## config.mk

```make
export PLATFORM = sky130hd
export DESIGN_NAME = binary_frame_parser_fletcher_top
export DESIGN_NICKNAME = d
export VERILOG_FILES = /design/src/hw/rtl/bfpf_pkg.sv /design/src/hw/rtl/binary_frame_parser_fletcher_top.sv
export SDC_FILE = /design/constraint.sdc
export NUM_CORES = 1
export LEC_CHECK = 0
export ABC_AREA = 1
export BUFFER_PORTS_ARGS = -buffer_cell sky130_fd_sc_hd__buf_2
export CAP_MARGIN = 20
export CORE_MARGIN = 1.5
export CORE_UTILIZATION = 55
export CTS_CLUSTER_DIAMETER = 40
export DETAILED_ROUTE_END_ITERATION = 10
export HOLD_SLACK_MARGIN = 0.15
export PLACE_DENSITY = 0.83
export SLEW_MARGIN = 20
export SYNTH_ARGS = -nofsm -noshare
export SYNTH_HDL_FRONTEND = slang
export SYNTH_SLANG_ARGS = --single-unit
export TNS_END_PERCENT = 5
```

## constraint.sdc

```tcl
create_clock -name clock -period 4.35 [get_ports clock]
set_input_delay 0.6525 -clock clock [delete_from_list [all_inputs] [get_ports clock]]
set_output_delay 0.6525 -clock clock [all_outputs]
set_load 0.05 [all_outputs]
```

## src/hw/rtl/bfpf_pkg.sv

```systemverilog
package bfpf_pkg;

   localparam logic [7:0]  SYNC_FIRST      = 8'hB5;
   localparam logic [7:0]  SYNC_SECOND     = 8'h62;
   localparam logic [15:0] MAX_LEN_RESET   = 16'd256;
   localparam int          CSR_ADDR_W      = 3;
   localparam int          CSR_DATA_W      = 32;
   localparam logic [0:0]  REG_MAX_PAYLOAD = 1'b0;

   typedef enum logic [3:0] {
      PH_SYNC1  = 4'd0,
      PH_SYNC2  = 4'd1,
      PH_CLASS  = 4'd2,
      PH_ID     = 4'd3,
      PH_LEN_LO = 4'd4,
      PH_LEN_HI = 4'd5,
      PH_PAYLD  = 4'd6,
      PH_CK_A   = 4'd7,
      PH_CK_B   = 4'd8
   } phase_type;

   typedef enum logic [1:0] {
      KIND_PAYLOAD = 2'd0,
      KIND_GOOD    = 2'd1,
      KIND_BAD     = 2'd2
   } kind_type;

endpackage

```

## src/hw/rtl/binary_frame_parser_fletcher_top.sv

```systemverilog
// Channel   Direction  Ports                                    Handshake
// req       in         req_rx_byte                              req_valid / req_stall
// rsp       out        rsp_kind, rsp_data_byte, rsp_byte_index, rsp_valid / rsp_stall
//                      rsp_msg_class, rsp_msg_id, rsp_payload_length
// csr       in/out     csr_psel .. csr_prdata, csr_pready       APB write, pready high
//
// One byte per cycle while the request side is not stalled. A byte is parsed in the cycle it
// is accepted; its result is registered into the output register at the end of that cycle.
// The output register decouples the sides: bytes flow whenever it is empty or being taken.
// A result waiting under rsp_stall stalls the request side until it is taken.
// Synchronous active-high reset returns to sync hunt, max length 256.
module binary_frame_parser_fletcher_top
   import bfpf_pkg::*;
(
   input  logic                  clock,
   input  logic                  reset,

   input  logic                  req_valid,
   output logic                  req_stall,
   input  logic [7:0]            req_rx_byte,

   output logic                  rsp_valid,
   input  logic                  rsp_stall,
   output logic [1:0]            rsp_kind,
   output logic [7:0]            rsp_data_byte,
   output logic [15:0]           rsp_byte_index,
   output logic [7:0]            rsp_msg_class,
   output logic [7:0]            rsp_msg_id,
   output logic [15:0]           rsp_payload_length,

   input  logic                  csr_psel,
   input  logic                  csr_penable,
   input  logic                  csr_pwrite,
   input  logic [CSR_ADDR_W-1:0] csr_paddr,
   input  logic [CSR_DATA_W-1:0] csr_pwdata,
   output logic [CSR_DATA_W-1:0] csr_prdata,
   output logic                  csr_pready
);

   phase_type   phase_ff, phase_in;
   logic [7:0]  sum_a_ff, sum_a_in;
   logic [7:0]  sum_b_ff, sum_b_in;
   logic [7:0]  class_ff, class_in;
   logic [7:0]  id_ff, id_in;
   logic [15:0] length_ff, length_in;
   logic [15:0] count_ff, count_in;
   logic [15:0] max_len_ff;

   logic        rsp_valid_ff, rsp_valid_in;
   kind_type    kind_ff, kind_in;
   logic [7:0]  data_ff, data_in;
   logic [15:0] index_ff, index_in;
   logic [7:0]  oclass_ff;
   logic [7:0]  oid_ff;
   logic [15:0] olength_ff;

   logic        accept;
   logic        emit;
   logic [7:0]  b;
   logic [15:0] len_full;
   logic [7:0]  acc_a;
   logic [7:0]  acc_b;
   logic [16:0] count_next;
   logic        csr_write;

   assign csr_pready = 1'b1;
   assign csr_write  = csr_psel && csr_penable && csr_pwrite;
   assign csr_prdata = (csr_paddr[2] == REG_MAX_PAYLOAD) ?
                       {{(CSR_DATA_W-16){1'b0}}, max_len_ff} : '0;

   always_ff @(posedge clock) begin
      if (reset) begin
         max_len_ff <= MAX_LEN_RESET;
      end else if (csr_write && csr_paddr[2] == REG_MAX_PAYLOAD) begin
         max_len_ff <= csr_pwdata[15:0];
      end
   end

   assign req_stall = rsp_valid_ff && rsp_stall;
   assign accept    = req_valid && !req_stall;
   assign b         = req_rx_byte;
   assign len_full  = {b, length_ff[7:0]};
   assign acc_a     = sum_a_ff + b;
   assign acc_b     = sum_b_ff + acc_a;
   assign count_next = {1'b0, count_ff} + 17'd1;

   // next phase
   always_comb begin
      phase_in = phase_ff;
      if (accept) begin
         unique case (phase_ff)
            PH_SYNC2:  phase_in = (b == SYNC_SECOND) ? PH_CLASS : PH_SYNC1;
            PH_CLASS:  phase_in = PH_ID;
            PH_ID:     phase_in = PH_LEN_LO;
            PH_LEN_LO: phase_in = PH_LEN_HI;
            PH_LEN_HI: begin
               if (len_full > max_len_ff) begin
                  phase_in = PH_SYNC1;
               end else if (len_full != 16'd0) begin
                  phase_in = PH_PAYLD;
               end else begin
                  phase_in = PH_CK_A;
               end
            end
            PH_PAYLD:  phase_in = (count_next >= {1'b0, length_ff}) ? PH_CK_A : PH_PAYLD;
            PH_CK_A:   phase_in = (b == sum_a_ff) ? PH_CK_B : PH_SYNC1;
            PH_CK_B:   phase_in = PH_SYNC1;
            default:   phase_in = (b == SYNC_FIRST) ? PH_SYNC2 : PH_SYNC1;
         endcase
      end
   end

   // frame fields, sums and result
   always_comb begin
      sum_a_in  = sum_a_ff;
      sum_b_in  = sum_b_ff;
      class_in  = class_ff;
      id_in     = id_ff;
      length_in = length_ff;
      count_in  = count_ff;
      emit      = 1'b0;
      kind_in   = KIND_PAYLOAD;
      data_in   = 8'd0;
      index_in  = 16'd0;
      if (accept) begin
         unique case (phase_ff)
            PH_CLASS: begin
               class_in = b;
               sum_a_in = b;
               sum_b_in = b;
            end
            PH_ID: begin
               id_in    = b;
               sum_a_in = acc_a;
               sum_b_in = acc_b;
            end
            PH_LEN_LO: begin
               length_in = {8'd0, b};
               sum_a_in  = acc_a;
               sum_b_in  = acc_b;
            end
            PH_LEN_HI: begin
               length_in = len_full;
               // oversize frames keep the sums untouched
               if (len_full <= max_len_ff) begin
                  sum_a_in = acc_a;
                  sum_b_in = acc_b;
                  count_in = 16'd0;
               end
            end
            PH_PAYLD: begin
               sum_a_in = acc_a;
               sum_b_in = acc_b;
               count_in = count_next[15:0];
               emit     = 1'b1;
               kind_in  = KIND_PAYLOAD;
               data_in  = b;
               index_in = count_ff;
            end
            PH_CK_A: begin
               if (b != sum_a_ff) begin
                  emit    = 1'b1;
                  kind_in = KIND_BAD;
               end
            end
            PH_CK_B: begin
               emit    = 1'b1;
               kind_in = (b == sum_b_ff) ? KIND_GOOD : KIND_BAD;
            end
            default: begin
            end
         endcase
      end
   end

   always_comb begin
      rsp_valid_in = rsp_valid_ff;
      if (accept) begin
         rsp_valid_in = emit;
      end else if (!rsp_stall) begin
         rsp_valid_in = 1'b0;
      end
   end

   always_ff @(posedge clock) begin
      if (reset) begin
         phase_ff     <= PH_SYNC1;
         sum_a_ff     <= 8'd0;
         sum_b_ff     <= 8'd0;
         class_ff     <= 8'd0;
         id_ff        <= 8'd0;
         length_ff    <= 16'd0;
         count_ff     <= 16'd0;
         rsp_valid_ff <= 1'b0;
      end else begin
         phase_ff     <= phase_in;
         sum_a_ff     <= sum_a_in;
         sum_b_ff     <= sum_b_in;
         class_ff     <= class_in;
         id_ff        <= id_in;
         length_ff    <= length_in;
         count_ff     <= count_in;
         rsp_valid_ff <= rsp_valid_in;
      end
   end

   // result word reports frame fields as they stood before this byte
   always_ff @(posedge clock) begin
      if (accept && emit) begin
         kind_ff    <= kind_in;
         data_ff    <= data_in;
         index_ff   <= index_in;
         oclass_ff  <= class_ff;
         oid_ff     <= id_ff;
         olength_ff <= length_ff;
      end
   end

   assign rsp_valid          = rsp_valid_ff;
   assign rsp_kind           = kind_ff;
   assign rsp_data_byte      = data_ff;
   assign rsp_byte_index     = index_ff;
   assign rsp_msg_class      = oclass_ff;
   assign rsp_msg_id         = oid_ff;
   assign rsp_payload_length = olength_ff;

   a_stall_only_on_held_word: assert property (@(posedge clock) disable iff (reset)
      req_stall |-> rsp_valid_ff)
      else $error("request stalled with no word held");

   a_frame_word_zero_fields: assert property (@(posedge clock) disable iff (reset)
      (rsp_valid_ff && kind_ff != KIND_PAYLOAD) |-> (data_ff == 8'd0 && index_ff == 16'd0))
      else $error("frame status word carries payload fields");

   a_index_below_length: assert property (@(posedge clock) disable iff (reset)
      (rsp_valid_ff && kind_ff == KIND_PAYLOAD) |-> (index_ff < olength_ff))
      else $error("payload index beyond declared length");

   a_ck_b_ends_frame: assert property (@(posedge clock) disable iff (reset)
      (accept && phase_ff == PH_CK_B) |=> (phase_ff == PH_SYNC1 && rsp_valid_ff))
      else $error("second checksum byte did not close the frame");

endmodule

```

# After elaboration in Yosys (flattened, before gate mapping)
# Index checks and enable logic that the tools add are counted.
dict set report totals {
  regBits 143
  in_bits 50
  out_inout_bits 93
  elab_cells 82
}
dict set report op_classes {
  n_addsub 3
  n_lt_le_gt_ge 3
  n_eq_ne 15
  n_mux 23
  bitwise 2
  reduce_logical 20
}
# operator count
set ops {}
lappend ops {{16-bit case mux with 2 select lines} 2}
lappend ops {{8-bit case mux with 3 select lines} 2}
lappend ops {{16-bit two-way mux} 2}
lappend ops {{4-bit case mux with 8 select lines} 1}
lappend ops {{16-bit by 1-bit adder with 17-bit output, second input constant} 1}
lappend ops {{17-bit by 16-bit >= comparator with 1-bit output} 1}
lappend ops {{8-bit adder} 2}
lappend ops {{4-bit by 3-bit == test with 1-bit output, second input constant} 4}
lappend ops {{8-bit == test} 2}
lappend ops {{16-bit > comparator} 1}
lappend ops {{16-bit <= comparator} 1}
lappend ops {{8-bit two-way mux} 2}
lappend ops {{16-bit nonzero test} 1}
lappend ops {{3-bit AND reduction} 3}
lappend ops {{4-bit by 2-bit == test with 1-bit output, second input constant} 2}
lappend ops {{8-bit by 7-bit == test with 1-bit output, second input constant} 1}
lappend ops {{8-bit == test, second input constant} 1}
lappend ops {{8-bit != test} 1}
lappend ops {{2-bit AND reduction} 4}
lappend ops {{1-bit two-way mux} 7}
lappend ops {{1-bit logical AND} 6}
lappend ops {{2-bit two-way mux} 3}
lappend ops {{4-bit by 1-bit == test with 1-bit output, second input constant} 1}
lappend ops {{4-bit == test, second input constant} 1}
lappend ops {{other kinds (12)} 14}

# Depth between registers and ports, before layout
dict set report depth {
  depth_word 5
  depth_mapped 21
}

# Worst setup path after synthesis
# Ideal clock, no wire load.
dict set report synth_timing {
  path_kind {input -> register}
  start {input port req_rx_byte[6]}
  end {register index_ff[0] (netlist: rsp_byte_index[0]), enable pin}
  setup_ns 0.650
  t_arrival_ns 2.664
  setup_slack_ns 1.036
  stages 9
  path_buffers 0
  cell_sequence {ha_1 > nor3_1 > nand2_1 > nor4_1 > nor2_1 > inv_1 > nand2_1 > nand2_1 > nand2_1}
}
dict set report synth_between {
  elab_chain_len 5
}
# item line_no
set synth_rtl {}
lappend synth_rtl {{start, declared} binary_frame_parser_fletcher_top.sv:20} ;# input logic [7:0] req_rx_byte,
lappend synth_rtl {{8-bit != test} binary_frame_parser_fletcher_top.sv:161} ;# if (b != sum_a_ff) begin
lappend synth_rtl {{1-bit two-way mux} binary_frame_parser_fletcher_top.sv:161}
lappend synth_rtl {{1-bit case mux with 2 select lines} binary_frame_parser_fletcher_top.sv:126} ;# unique case (phase_ff)
lappend synth_rtl {{1-bit two-way mux} binary_frame_parser_fletcher_top.sv:125} ;# if (accept) begin
lappend synth_rtl {{1-bit logical AND} binary_frame_parser_fletcher_top.sv:209} ;# if (accept && emit) begin
lappend synth_rtl {{end signal, assigned} binary_frame_parser_fletcher_top.sv:212} ;# index_ff <= index_in;
lappend synth_rtl {{end, declared} binary_frame_parser_fletcher_top.sv:52} ;# logic [15:0] index_ff, index_in;
# No other way between the ends.
# A chain may end at the register's enable or synchronous reset.

# Worst setup path in the final report
dict set report layout_timing {
  start {input port req_rx_byte[0]}
  end {register sum_b_ff[7]}
}
dict set report layout_between {
  elab_chain_len 4
}
# item line_no
set layout_rtl {}
lappend layout_rtl {{8-bit adder} binary_frame_parser_fletcher_top.sv:83} ;# assign acc_a = sum_a_ff + b;
lappend layout_rtl {{8-bit adder} binary_frame_parser_fletcher_top.sv:84} ;# assign acc_b = sum_b_ff + acc_a;
lappend layout_rtl {{8-bit two-way mux} binary_frame_parser_fletcher_top.sv:145} ;# if (len_full <= max_len_ff) begin
lappend layout_rtl {{8-bit case mux with 3 select lines} binary_frame_parser_fletcher_top.sv:126}
lappend layout_rtl {{end signal, assigned} binary_frame_parser_fletcher_top.sv:198} ;# sum_b_ff <= sum_b_in;
lappend layout_rtl {{end, declared} binary_frame_parser_fletcher_top.sv:42} ;# logic [7:0] sum_b_ff, sum_b_in;
# Parallel ways exist; a longest one is shown, timed or not. The select of a mux whose other input is x is not followed.

==> reports/qor.yml <==
seqPwrFrac: 0.464
cp_common_cell: "nand2_1"
start_kind: "primary input"
status: "finished, final reports clean"
cts_setup_buffers: 0
switching_share: 0.233
yosys.area.top_type: "edfxtp_1"
cp_slowest_cell: "fa_1"
die_w_um: 120
netlist_area_um2: 7510
ctsHoldBuffers: 0
num_rows: 42
synthFlopType: "dfxtp_1"
first_iter_violations: 561
syn_area_per_cell_um2: 8.24
cts_tree: "yes"
wl_per_cell_um: 14.2
fill_cells: 1108
ys_ff_latch: 143
port_buffers: 107
num_antenna_cells: 0
num_vias: 6316
dp_hpwl_um: 12000
route.detailed.drc: 0
cts_resized: 0
yosys_warnings: 0
grt_antenna_before_repair: 0
rsz0062_at_grt: "false"
synthTopCellsByArea: "edfxtp_1 23%, dfxtp_1 23%, nand2_1 8.6%, ha_1 7.8%, a21oi_1 6.1%"
die_h_um: 120
hold_viol_final: 0
endpoint_kind: "register"
htreeDepth: 4
max_freq_mhz: 328
setup_ws_ns: 1.30
tightest_slew_ns: 0.924
drtAntennaViolNets: 0
synthTopCellsByCount: "172 x nand2_1, 111 x nor2_1, 110 x inv_1, 92 x a21oi_1, 85 x dfxtp_1"
grt_pass1_vias: 5937
fin_nets: 1111
clock-sinks: 143
synth_top_area_frac: 0.232
setup_tns_ns: 0
finalCriticalPeriod_ns: 3.05
syn2layout_area_growth_pct: 15.5
crit_chain: "buf_2 > ha_1 > fa_1 > nand2_1 > inv_1 > o21ai_0 > nand2_1 > xor2_1 > inv_1 > ha_1 > nand2_1 > inv_1 > nand4_1 > nand3_1 > nand2_1 > nand2_1 > a21oi_1 > nand2_1 > nand2_1 > nor2_1 > nor2_1 > nor2_1"
slew_headroom: 0.382
p_per_area_nw_per_um2: 345
dr.pass1.iters: 8
globalplace.congestion: 0.897
critical_path_class: "primary input to register"
core_um2: 13300
cts_made_buffers: 17
track_usage: 0.247
fin_worst_skew_ns: 0.0105
clkPwrFrac: 0.474
io_pins: 143
pwr-share-comb: 0.061
root_buffer: "clkbuf_16"
power.switching_mw: 0.698
hold_path_class: "register to register"
synth.most_common_cell: "nand2_1"
vias_per_cell: 5.26
routed_wirelength_um: 17100
maxCapViolations: 0
clk-insertion-delay-late_ns: 0.42
grt_max_degree: 59
ir_drop_mv: 0.234
setup_viol: 0
place_ws_ns: 0.907
grt_pass1_wl_um: 27700
cellLeakagePower_nw: 3.81
drv_slew: 0
synth_edf_count: 58
drive_above_1_share: 0.175
critPathRequiredTime_ns: 4.66
overflow: 0
cts.path.max_buffers: 2
synth_cell_type_count: 45
p_int_mw: 2.30
clkTransAtPathRegs_ns: 0.06
fin_crit_sh: 0.701
synthArstFlopShare: 0
initial_core_util: 0.565
syn_inst: 912
path_max_fanout: 8
r2r_setup_slack_ns: 1.46
fp.dieArea_um2: 14400
ys_seq_area_frac: 0.458
max_stage_delay_ns: 0.42
critical_path_arrival_ns: 3.36
## flip-flops by register name, indices dropped and copies added, names as in the netlist
signal              cells
count_ff               16
length_ff              16
max_len_ff             16
rsp_byte_index         16
rsp_payload_length     16
class_ff                8
id_ff                   8
rsp_data_byte           8
rsp_msg_class           8
rsp_msg_id              8
sum_a_ff                8
sum_b_ff                8
phase_ff                4
rsp_kind                2
rsp_valid               1
## logic make-up (layout without fill, tap and decap cells)
family / after synthesis / count (layout) / share of synthesized area
other: 2 / 17 / 0.00100
adders and majority gates: 49 / 49 / 0.0836
AOI/OAI and AO/OA: 165 / 165 / 0.122
and+or+nand+nor: 366 / 366 / 0.214
buffers and inverters: 164 / 262 / 0.0943
DFF: 143 / 143 / 0.458
xor gates and xnor gates: 23 / 23 / 0.0268
## placed cells by master, fill, tap and decap left out, drive strengths merged
master,count
a211oi,8
a21boi,1
a21o,2
a21oi,92
a31oi,4
and2,1
and3,1
buf,111
bufinv,2
clkbuf,20
clkinv,8
clkinvlp,1
conb,17
dfxtp,85
edfxtp,58
fa,2
ha,47
inv,120
nand2,177
nand3,32
nand3b,2
nand4,11
nor2,118
nor3,15
nor3b,1
nor4,5
o211ai,2
o21ai,51
o21bai,2
o22ai,2
o31ai,1
or2,2
or3,1
xnor2,7
xor2,16
## critical path, delay by kind of cell
family	cells	cell delay (ns)
fa+ha+maj	3	1.00
simple gates	12	0.83
buf+inv	4	0.35
compound gates	2	0.31
xor+xnor	1	0.20
## power by group through the flow
stage          clock (mW)  combinational, mW  sequential, mW
6_report             1.42              0.184            1.39
5_1_grt              1.49              0.201            1.39
4_1_cts              1.44              0.182            1.39
3_5_place_dp            0              0.181            1.42
3_3_place_gp            0              0.178            1.42
2_1_floorplan           0              0.142            1.42
## area by class of cell
cell class	count	area, µm²	area share
Clock inverter	12	134	0.0154
Inverter	119	447	0.0515
Tap cell	176	220	0.0254
Timing Repair Buffer	111	566	0.0652
Multi-Input combinational cell	620	3420	0.394
Clock buffer	20	447	0.0515
Sequential cell	143	3440	0.397
## routing by layer
metal | global-route usage | part of all wire
met4 | 0.0945 | 0.026
met2 | 0.419 | 0.49
met3 | 0.0651 | 0.063
met5 | 0 | 0
met1 | 0.300 | 0.42
## stage by stage
stage | cells | cell area (µm²) | power, mW | util | hold WS (ns)
final | 1201 | 8680 | 2.99 | 0.653 | 0.429
after global routing | 1201 | 8680 | 3.09 | 0.653 | 0.442
after CTS | 1201 | 8680 | 3.01 | 0.653 | 0.427
after detailed placement | 1169 | 8100 | 1.60 | 0.609 | 0.410
after global placement | 1169 | 8100 | 1.60 | 0.609 | 0.408
after floorplan | 927 | 7570 | 1.56 | - | 0.403
## path summary, 6_finish.rpt
kind / from / end / cells past startpoint
max: req_rx_byte[0] / sum_b_ff[7] / 22
max reg2reg: sum_a_ff[0] / sum_b_ff[7] / 21
min: id_ff[6] / rsp_msg_id[6] / 0
min reg2reg: id_ff[6] / rsp_msg_id[6] / 0
No activity file was read; power rests on OpenSTA's default activity.
